<file path="src/rtl/bbiq_pkg.sv">
// shared types and constants for the bounded bitset insert/query block
package bbiq_pkg;

   localparam int DEF_CAPACITY  = 4096;
   localparam int DEF_WORD_BITS = 64;

   localparam int FIELD_W     = 32;
   localparam int TOTAL_W     = 13;
   localparam int CSR_INDEX_W = 2;

   typedef logic [CSR_INDEX_W-1:0] csr_index_type;

   localparam csr_index_type CSR_LOWER_BOUND = 2'd0;
   localparam csr_index_type CSR_UPPER_BOUND = 2'd1;

   localparam logic signed [FIELD_W-1:0] LOWER_BOUND_RESET = 32'sd0;
   localparam logic signed [FIELD_W-1:0] UPPER_BOUND_RESET = 32'sd4095;

   typedef enum logic [2:0] {
      ST_CLEAR,
      ST_IDLE,
      ST_DIVIDE,
      ST_LOOKUP,
      ST_UPDATE
   } state_type;

   typedef struct packed {
      logic capture;
      logic divide;
      logic lookup;
      logic update;
      logic clear_step;
   } cmd_type;

   typedef struct packed {
      logic clear_last;
   } status_type;

   typedef struct packed {
      logic signed [FIELD_W-1:0] lower;
      logic signed [FIELD_W-1:0] upper;
   } bounds_type;

endpackage

</file>
<file path="src/rtl/bbiq_ctrl.sv">
// sequencer: clearing pass after reset, then one item through four steps
module bbiq_ctrl (
   input  logic                 clock,
   input  logic                 reset,
   input  logic                 start,
   output logic                 busy,
   input  bbiq_pkg::status_type status,
   output bbiq_pkg::cmd_type    cmd
);
   import bbiq_pkg::*;

   state_type state_ff, state_in;

   always_ff @(posedge clock) begin
      if (reset) begin
         state_ff <= ST_CLEAR;
      end else begin
         state_ff <= state_in;
      end
   end

   always_comb begin
      state_in = state_ff;
      cmd      = '0;
      case (state_ff)
         ST_CLEAR: begin
            cmd.clear_step = 1'b1;
            if (status.clear_last) begin
               state_in = ST_IDLE;
            end
         end
         ST_IDLE: begin
            if (start) begin
               cmd.capture = 1'b1;
               state_in    = ST_DIVIDE;
            end
         end
         ST_DIVIDE: begin
            cmd.divide = 1'b1;
            state_in   = ST_LOOKUP;
         end
         ST_LOOKUP: begin
            cmd.lookup = 1'b1;
            state_in   = ST_UPDATE;
         end
         ST_UPDATE: begin
            cmd.update = 1'b1;
            state_in   = ST_IDLE;
         end
         default: begin
            state_in = ST_IDLE;
         end
      endcase
   end

   assign busy = (state_ff != ST_IDLE);

endmodule

</file>
<file path="config.mk">
export PLATFORM = sky130hd
export DESIGN_NAME = bbiq_ctrl
export DESIGN_NICKNAME = d
export VERILOG_FILES = /design/src/rtl/bbiq_pkg.sv /design/src/rtl/bbiq_ctrl.sv
export SDC_FILE = /design/constraint.sdc
export NUM_CORES = 1
export LEC_CHECK = 0
export ABC_CLOCK_PERIOD_IN_PS = 2300
export BUFFER_PORTS_ARGS = -buffer_cell sky130_fd_sc_hd__buf_2
export CORE_AREA = 2 2 39 41
export DETAILED_ROUTE_END_ITERATION = 8
export DIE_AREA = 0 0 41 43
export GPL_TIMING_DRIVEN = 1
export PLACE_DENSITY = 0.42
export SYNTH_ARGS = -nofsm -noshare
export SYNTH_HDL_FRONTEND = slang
export SYNTH_SLANG_ARGS = --single-unit
</file>
<file path="constraint.sdc">
create_clock -name clock -period 2.3 [get_ports clock]
set_input_delay 0.345 -clock clock [delete_from_list [all_inputs] [get_ports clock]]
set_output_delay 0.345 -clock clock [all_outputs]
set_load 0.01 [all_outputs]
</file>
==> results.py <==
metrics = {
    "status": {
        "outcome": "finished, final reports clean",
    },
    "floorplanning": {
        "die-area_sq_um": 1763,
        "coreArea_sq_um": 1384,
        "die_width_um": 41,
        "die_h_um": 43,
        "row_count": 14,
        "initial_core_util_pct": 11.66,
        "ios": 10,
    },
    "cts": {
        "clock_sinks": 3,
        "clkLatencyLatePin_ns": 0.23,
        "clk_pin_slew_worst_paths_ns": 0.03,
        "htreeDepth": 1,
        "cts_resized": 0,
        "post-cts-setup-buffer-count": 0,
        "cts_root_buf": "clkbuf_4",
        "clk_path_buf_depth": 2,
        "cts_hold_buf": 0,
        "cts_tree": "built",
        "numCtsBuffers": 3,
    },
    "worst_hold_path": {
        "min_path_type": "input port to flip-flop",
    },
    "setup_path": {
        "crit_fanout": 9,
        "startpoint_type": "flip-flop",
        "crit_type": "flip-flop to primary output",
        "required_ns": 1.96,
        "crit_path_top_delay_cell": "dfxtp_1",
        "critPathMaxStageDelay_ns": 0.45,
        "critPathCapture": "cmd[4]",
        "worst_r2r_startpoint": "state_ff[2]$_SDFFE_PP0P_",
        "critPathCaptureType": "primary output",
        "r2r_end": "state_ff[2]$_SDFFE_PP0P_",
        "rr_worst_depth": 2,
        "rrSetupSlack_ns": 1.40,
        "arrival_ns": 1.09,
        "cp_cell_sequence": "nor4bb_1 -> buf_2",
        "cp-startpoint": "state_ff[0]$_SDFFE_PP0P_",
    },
    "sta": {
        "finClkSkew_ns": 0.002746,
        "slew_viol_final": 0,
        "setup_viol_count_final": 0,
        "rsz0062_at_grt": "no",
        "fin_crit_ns": 1.434,
        "fmax_ghz": 0.6975,
        "tns_ns": 0,
        "relSlewSlack_pct": 82.86,
        "tightest_slew_ns": 0.2567,
        "period_share_pct": 62.34,
        "hold_viol_final": 0,
    },
    "layout": {
        "regMostFlops": "state_ff",
        "multi_input_area_sq_um": 90.09,
        "largest_register_ffs": 3,
        "seqCellArea_sq_um": 60.06,
        "n_fill_cell": 156,
        "postLayoutCellArea_sq_um": 245.2,
        "fin_nets": 35,
        "synthToLayoutAreaGrowth_pct": 51.94,
        "antenna_cells": 0,
        "reg.largest.list": "state_ff x3",
        "layout-drive-gt1-share_pct": 40.00,
        "layout.cells.non_filler": 46,
    },
    "power": {
        "seqPwrFrac_pct": 34.6,
        "peakVddDrop_v": 0.0002482,
        "p_per_area_nw_per_um2": 732.5,
        "p_sw_share_pct": 24.75,
        "power.internal_w": 0.0001352,
        "power.switching_w": 0.00004446,
        "p_clk_share_pct": 50.5,
        "combinationalPowerShare_pct": 14.9,
        "p_leak_nw": 0.1140,
    },
    "routing": {
        "vias_per_cell": 3.674,
        "drt_pass1_iterations": 2,
        "antenna_left": 0,
        "wirelength_um": 374,
        "drtIter0Drc": 3,
        "wl_per_cell_um": 8.130,
        "drcViolationCount": 0,
        "dr_total_vias": 169,
    },
    "synth": {
        "synthCells": 18,
        "synth.distinct_cells": 13,
        "postSynth.asyncResetShare_pct": 0,
        "syn-num-nets": 22,
        "ys_ff_latch": 3,
        "syn_area_per_cell_sq_um": 8.967,
        "synth_area_leaders": "dfxtp_1 (37%), a211oi_1 (9.3%), nand3b_1 (9.3%), nor3_1 (6.2%), nor4bb_1 (6.2%)",
        "yosys_warnings": 0,
        "ys.flop_type": "dfxtp_1",
        "synthTopCellsByCount": "dfxtp_1 (3), a211oi_1 (2), nand3b_1 (2), nor3_1 (2)",
        "yosysMostFrequentCell": "dfxtp_1",
        "synth_edf_count": 0,
        "synth_area_leader_cell": "dfxtp_1",
        "netlist_area_sq_um": 161.4,
        "yosys.area.top_type_share_pct": 37.21,
        "ys_seq_area_share_pct": 37.21,
    },
    "global_routing": {
        "grt_start_max_net_pins": 10,
        "grt_usage_pct": 5.930,
        "globalRouteOverflowTotal": 0,
        "grt_pass1_vias": 142,
        "grt_pass1_wl_um": 614,
        "antenna_found_initial": 0,
    },
    "place": {
        "gp_congestion": 0.5961,
        "dpl_cell_area_sq_um": 219.0,
        "numPortBuffers": 9,
        "dp_cells": 42,
        "dp_hpwl_um": 280.3,
    },
    "run": {
        "maxCapViolCount": 0,
    },
}
## cell type report
| cell class | count | share of cell area [%] |
|---|---|---|
| clock buffer | 4 | 10.71 |
| inverter | 1 | 1.531 |
| multi-input combinational | 13 | 36.73 |
| sequential | 3 | 24.49 |
| tap | 16 | 8.163 |
| timing repair buffer | 9 | 18.37 |
## worst min path at each step
stage                                         from                       end  slack, ns  cells past startpoint
after floorplan                              reset  state_ff[0]$_SDFFE_PP0P_       0.42                      1
after global placement                       reset  state_ff[1]$_SDFFE_PP0P_       0.55                      2
after detailed placement  state_ff[2]$_SDFFE_PP0P_  state_ff[1]$_SDFFE_PP0P_       0.56                      1
after CTS                                    reset  state_ff[1]$_SDFFE_PP0P_       0.32                      2
after global routing                         reset  state_ff[1]$_SDFFE_PP0P_       0.31                      2
final                                        reset  state_ff[1]$_SDFFE_PP0P_       0.33                      2
## per-layer routing
layer | GRT usage, % | share of wire, %
met1 | 8.387 | 60
met2 | 4.688 | 24
met3 | 6.283 | 16
met4 | 4.000 | 0
met5 | 0 | 0
## critical path: cells and delay by family (launching register included)
kind / cells / cell delay, ns
buffers and inverters: 1 / 0.17
AND/OR/NAND/NOR: 1 / 0.23
flip-flops: 1 / 0.45
## metrics by stage
stage	hold slack, ns	utilization [%]	setup slack [ns]	total power [W]
2_1_floorplan	0.4178	-	1.147	0.00007952
3_3_place_gp	0.5536	15.82	1.091	0.00009020
3_5_place_dp	0.5579	15.82	1.102	0.00008970
4_1_cts	0.3159	17.72	0.8705	0.0001851
5_1_grt	0.3123	17.72	0.7379	0.0001976
6_report	0.3252	17.72	0.8663	0.0001796
## cells by family (layout without fill, tap and decap cells)
family | after synthesis | in the layout | share of synthesized area (%)
and+or+nand+nor | 10 | 10 | 41.86
AOI/OAI and AO/OA | 3 | 3 | 13.95
DFF | 3 | 3 | 37.21
buffers and inverters | 2 | 14 | 6.976
## cell usage in the layout, fill, tap and decap left out
cell | Yosys | layout
buf_2 | 0 | 9
clkbuf_4 | 0 | 3
dfxtp_1 | 3 | 3
nand3b_1 | 2 | 2
nor3_1 | 2 | 2
a211oi_1 | 2 | 2
nand2b_1 | 1 | 1
nor2_1 | 1 | 1
inv_1 | 1 | 1
and3b_1 | 1 | 1
nor4bb_1 | 1 | 1
and2b_1 | 1 | 1
o21a_1 | 1 | 1
nor4_1 | 1 | 1
clkbuf_1 | 0 | 1
## power by group through the flow
| stage | clock [W] | combinational (W) | sequential (W) |
|---|---|---|---|
| after floorplan | 0 | 0.0000206 | 0.0000589 |
| after global placement | 0 | 0.0000270 | 0.0000632 |
| after detailed placement | 0 | 0.0000267 | 0.0000630 |
| after CTS | 0.0000960 | 0.0000269 | 0.0000622 |
| after global routing | 0.000105 | 0.0000294 | 0.0000632 |
| final | 0.0000907 | 0.0000267 | 0.0000622 |
Power figures use the tool's default switching activity.
