$ cat src/rtl/bbiq_pkg.sv
// shared types and constants for the bounded bitset insert/query block
package bbiq_pkg;

   localparam int DEF_CAPACITY  = 4096;
   localparam int DEF_WORD_BITS = 64;

   localparam int FIELD_W     = 32;
   localparam int TOTAL_W     = 13;
   localparam int CSR_INDEX_W = 2;

   typedef logic [CSR_INDEX_W-1:0] csr_index_type;

   localparam csr_index_type CSR_LOWER_BOUND = 2'd0;
   localparam csr_index_type CSR_UPPER_BOUND = 2'd1;

   localparam logic signed [FIELD_W-1:0] LOWER_BOUND_RESET = 32'sd0;
   localparam logic signed [FIELD_W-1:0] UPPER_BOUND_RESET = 32'sd4095;

   typedef enum logic [2:0] {
      ST_CLEAR,
      ST_IDLE,
      ST_DIVIDE,
      ST_LOOKUP,
      ST_UPDATE
   } state_type;

   typedef struct packed {
      logic capture;
      logic divide;
      logic lookup;
      logic update;
      logic clear_step;
   } cmd_type;

   typedef struct packed {
      logic clear_last;
   } status_type;

   typedef struct packed {
      logic signed [FIELD_W-1:0] lower;
      logic signed [FIELD_W-1:0] upper;
   } bounds_type;

endpackage

$ cat src/rtl/bbiq_csr.sv
// window bound registers and their write port
module bbiq_csr (
   input  logic                    clock,
   input  logic                    reset,
   input  logic                    csr_valid,
   output logic                    csr_ready,
   input  bbiq_pkg::csr_index_type csr_index,
   input  logic [31:0]             csr_data,
   output bbiq_pkg::bounds_type    bounds
);
   import bbiq_pkg::*;

   logic signed [FIELD_W-1:0] lower_ff, lower_in;
   logic signed [FIELD_W-1:0] upper_ff, upper_in;

   assign csr_ready = 1'b1;

   always_comb begin
      lower_in = lower_ff;
      upper_in = upper_ff;
      if (csr_valid) begin
         case (csr_index)
            CSR_LOWER_BOUND: lower_in = csr_data;
            CSR_UPPER_BOUND: upper_in = csr_data;
            default: ;
         endcase
      end
   end

   always_ff @(posedge clock) begin
      if (reset) begin
         lower_ff <= LOWER_BOUND_RESET;
         upper_ff <= UPPER_BOUND_RESET;
      end else begin
         lower_ff <= lower_in;
         upper_ff <= upper_in;
      end
   end

   assign bounds.lower = lower_ff;
   assign bounds.upper = upper_ff;

endmodule

$ cat config.mk
export PLATFORM = sky130hd
export DESIGN_NAME = bbiq_csr
export DESIGN_NICKNAME = d
export VERILOG_FILES = /design/src/rtl/bbiq_pkg.sv /design/src/rtl/bbiq_csr.sv
export SDC_FILE = /design/constraint.sdc
export NUM_CORES = 1
export LEC_CHECK = 0
export ABC_AREA = 1
export CORE_AREA = 2 2 74 76
export DETAILED_ROUTE_END_ITERATION = 8
export DIE_AREA = 0 0 76 78
export DONT_BUFFER_PORTS = 1
export GPL_TIMING_DRIVEN = 1
export PLACE_DENSITY = 0.79
export SLEW_MARGIN = 40
export SYNTH_ARGS = -nofsm -noshare
export SYNTH_HDL_FRONTEND = slang
export SYNTH_SLANG_ARGS = --single-unit
$ cat constraint.sdc
create_clock -name clock -period 2.3 [get_ports clock]
set_input_delay 0.46 -clock clock [delete_from_list [all_inputs] [get_ports clock]]
set_output_delay 0.46 -clock clock [all_outputs]
set_load 0.05 [all_outputs]
==> results.cfg, run 1 <==
[status]
status = complete, no violations

[floorplan]
die_w_um = 76
die_h_um = 78
initial_core_util = 0.538
die_area_um2 = 5930
coreArea_um2 = 5040
io_pins = 102
rows = 26

[sta]
drv_slew = 0
clock_skew_ps = 0
setup_tns_ps = 0
finalHoldViolCount = 0
fin_crit_sh = 0.630
tightest_slew_ps = 609
finalSetupViolations = 0
period_minus_slack_ps = 1450
relSlewSlack = 0.594
rsz0062_at_grt = no
max_freq_mhz = 690
whs_ps = 267

[pwr]
intPower_mw = 1.93
switching_share = 0.280
seqPwrFrac = 0.524
irDropWorstVdd_uv = 441
clkPwrFrac = 0.410
leakagePower_nw = 1.45
p_switching_mw = 0.750
power.density_nw_per_um2 = 924
comb_power_share = 0.066

[detailed_routing]
ant_nets = 0
wl_um = 5860
drtPass1Iterations = 4
num_vias = 2285
post_drt_wl_per_cell_um = 12.9
drc = 0
drtIter0Drc = 111
vias_per_cell = 5.03

[synth]
synth_seq_cells = 64
ys_types = 16
postSynthAreaPerCell_um2 = 6.88
syn_area_um2 = 2710
netlist_instances = 394
yosysWarnings = 0
synth_fp_nets = 431
ys_seq_area_frac = 0.472

[critical_path]
startpoint_type = flip-flop
required_ps = 1840
critPathMaxFanout = 2
critPathCaptureType = primary output
worstSetupPathType = flip-flop to primary output
crit_arrival_ps = 990

[layout]
layout_commonest_cell = nand2_1
final_cell_mix = nand2_1, nor2_1, dfxtp_1
final_layout_size_suffix_gt1_frac = 0.0521
diodes = 0
final_nets = 416
synthToLayoutAreaGrowth_pct = 7.10

[global_routing]
grt_max_degree = 78
grt_pass1_vias = 2146
gr-total-overflow = 0
grtUsageTotal = 0.212
antenna_found_initial = 0
grt_pass1_wl_um = 10000

[clocking]
ctsHoldBuffers = 0
clk-insertion-delay-late_ps = 320
cts.path.max_buffers = 2
cts_tree = done
root_buffer = clkbuf_8
cts_post_setup_buffers_inserted = 0
clkSinkCount = 64
path_clk_slew_ps = 70
htreeDepth = 3
cts_resized = 0
cts_buffers = 9

[placement]
port_buffers = 0
place.gp.congestion = 0.708
dp_hpwl_um = 3820

[worst_hold_path]
holdCritPathClass = input pin to flip-flop

[run]
maxCapViolCount = 0
-- routing by layer --
| metal | vias up | global-route usage | part of all wire |
|---|---|---|---|
| li1 | 1178 | - | - |
| met1 | 1009 | 0.239 | 0.40 |
| met2 | 88 | 0.348 | 0.48 |
| met3 | 10 | 0.0860 | 0.096 |
| met4 | 0 | 0.107 | 0.019 |
| met5 | - | 0 | 0 |
-- path summary, 6_finish.rpt --
check | start | end | slack [ps] | cells after the start
min | csr_data[20] | upper_ff[20] | 270 | 2
max reg2reg | upper_ff[22] | upper_ff[22] | 1270 | 4
max | upper_ff[3] | bounds[3] | 850 | 0
min reg2reg | upper_ff[10] | upper_ff[10] | 720 | 2
-- power by group through the flow --
| stage | logic [mW] | registers [mW] | clock network, mW |
|---|---|---|---|
| 2_1_floorplan | 0.182 | 1.42 | 0 |
| 3_3_place_gp | 0.170 | 1.43 | 0 |
| 3_5_place_dp | 0.178 | 1.43 | 0 |
| 4_1_cts | 0.179 | 1.41 | 1.13 |
| 5_1_grt | 0.213 | 1.41 | 1.18 |
| 6_report | 0.177 | 1.41 | 1.10 |
-- metrics by stage --
stage	instance area [um^2]	util	power, mW	cells	setup WS (ps)
CTS	2910	0.576	2.72	454	833
global placement	2670	0.530	1.60	438	826
finish	2910	0.576	2.68	454	851
global route	2910	0.576	2.81	454	805
detailed placement	2670	0.530	1.61	438	761
floorplan	2710	-	1.60	394	1100
-- cells by family after synthesis --
group                  after synthesis  synth area share
and+or+nand+nor                    214             0.333
buffers and inverters               83             0.135
DFF                                 64             0.472
AOI/OAI and AO/OA                   32            0.0590
other                                1           0.00138
-- synthesized netlist by cell type --
| library cell | number | area, um^2 |
|---|---|---|
| nand2_1 | 84 | 315 |
| nor2_1 | 72 | 270 |
| dfxtp_1 | 64 | 1280 |
| inv_1 | 53 | 199 |
| nand3_1 | 44 | 220 |
| a21oi_1 | 32 | 160 |
| nand4_1 | 12 | 75.1 |
| buf_2 | 10 | 50.1 |
| buf_1 | 6 | 22.5 |
| buf_4 | 5 | 37.5 |
| clkbuf_1 | 5 | 18.8 |
| buf_6 | 3 | 33.8 |
| conb_1 | 1 | 3.75 |
| inv_2 | 1 | 3.75 |
| nand3_2 | 1 | 10.0 |
| nor2_4 | 1 | 11.3 |
-- sequential cells by signal, indices dropped and copies added (netlist names) --
| name | cells |
|---|---|
| upper_ff | 32 |
| lower_ff | 32 |
-- final cells by class --
| class | instances | area (um^2) |
|---|---|---|
| Fill cell | 486 | 2140 |
| Clock inverter | 2 | 60.1 |
| Inverter | 54 | 203 |
| Multi-Input combinational cell | 247 | 1070 |
| Tap cell | 70 | 87.6 |
| Clock buffer | 14 | 173 |
| Timing Repair Buffer | 3 | 35.0 |
| Sequential cell | 64 | 1280 |
(Power assumes the default switching activity.)
==> run 2: changes to the inputs <==
clock period = 1.48 ns   (was 2.3 ns; I/O delays follow)
==> results.cfg, run 2 (same netlist as run 1, synthesis figures left out) <==
[status]
status = complete, no violations

[critical_path]
critPathCaptureType = primary output
startpoint_type = flip-flop
required_ps = 1180
critPathMaxFanout = 2
crit_arrival_ps = 1000
worstSetupPathType = flip-flop to primary output

[global_routing]
grt_pass1_vias = 2210
grt_max_degree = 78
gr-total-overflow = 0
grtUsageTotal = 0.210
grt_pass1_wl_um = 10000
antenna_found_initial = 0

[detailed_routing]
drtIter0Drc = 182
drc = 0
wl_um = 5850
drtPass1Iterations = 4
ant_nets = 0
num_vias = 2262
vias_per_cell = 4.98
post_drt_wl_per_cell_um = 12.9

[pwr]
leakagePower_nw = 1.44
irDropWorstVdd_uv = 903
power.density_nw_per_um2 = 1330

[sta]
setup_tns_ps = 0
max_freq_mhz = 774
period_minus_slack_ps = 1290
clock_skew_ps = 0
rsz0062_at_grt = no
finalSetupViolations = 0
drv_slew = 0
tightest_slew_ps = 555
finalHoldViolCount = 0
relSlewSlack = 0.629
fin_crit_sh = 0.873

[placement]
dp_hpwl_um = 3900
place.gp.congestion = 0.743
port_buffers = 0
place_inst = 441

[layout]
reg_top3 = lower_ff (32), upper_ff (32)
synthToLayoutAreaGrowth_pct = 5.95
final_nets = 419
final_layout_size_suffix_gt1_frac = 0.0573
final_cells = 454
nFillCells = 504
diodes = 0
layout_commonest_cell = nand2_1
final_cell_mix = nand2_1, nor2_1, dfxtp_1
utilization = 0.570

[floorplan]
die_h_um = 78
die_w_um = 76
die_area_um2 = 5930
initial_core_util = 0.538
io_pins = 102
coreArea_um2 = 5040
rows = 26

[clocking]
clk-insertion-delay-late_ps = 320
cts_tree = done
clkSinkCount = 64
ctsHoldBuffers = 0
cts_buffers = 9
cts_resized = 0
root_buffer = clkbuf_8
cts.path.max_buffers = 2
htreeDepth = 3
cts_post_setup_buffers_inserted = 0
path_clk_slew_ps = 60

[run]
maxCapViolCount = 0

[worst_hold_path]
holdCritPathClass = input pin to flip-flop
## run 2: cell count changes in the layout (fill, tap and decap cells not counted)
cell / before / now
buf_4: 2 / 5
clkbuf_1: 2 / 0
clkbuf_8: 12 / 13
bufinv_16: 2 / 0
## run 2: through the flow
step	setup WS [ps]	hold slack [ps]	power [mW]	cell area [um^2]
3_5_place_dp	377	440	2.51	2700
5_1_grt	156	93.9	3.99	2870
6_report	188	105	3.82	2870
3_3_place_gp	405	433	2.50	2700
4_1_cts	177	89.8	3.86	2870
2_1_floorplan	442	431	2.49	2710
## run 2: worst paths after layout
kind | startpoint | endpoint | slack [ps] | depth (start not counted)
max | upper_ff[1] | bounds[1] | 190 | 0
min | csr_data[27] | upper_ff[27] | 110 | 2
max reg2reg | upper_ff[21] | upper_ff[21] | 450 | 4
min reg2reg | upper_ff[7] | upper_ff[7] | 710 | 2
## run 2: where the power goes
part	switching [mW]	total (mW)	internal (mW)
Combinational	0.174	0.281	0.107
Clock	0.587	1.35	0.764
Sequential	0.375	2.19	1.81
## run 2: final cells by class
type,count,area (um^2),area share
clock buffer,13,179,0.0623
inverter,54,203,0.0705
multi-input combinational,247,1070,0.371
sequential,64,1280,0.446
tap,70,87.6,0.0305
timing repair buffer,6,57.6,0.0200
## run 2: routing by layer
| metal | global-route usage | part of all wire | vias to the layer above |
|---|---|---|---|
| met3 | 0.0919 | 0.11 | 6 |
| met1 | 0.234 | 0.43 | 985 |
| met5 | 0 | 0 | - |
| li1 | - | - | 1184 |
| met2 | 0.340 | 0.45 | 87 |
| met4 | 0.111 | 0.012 | 0 |
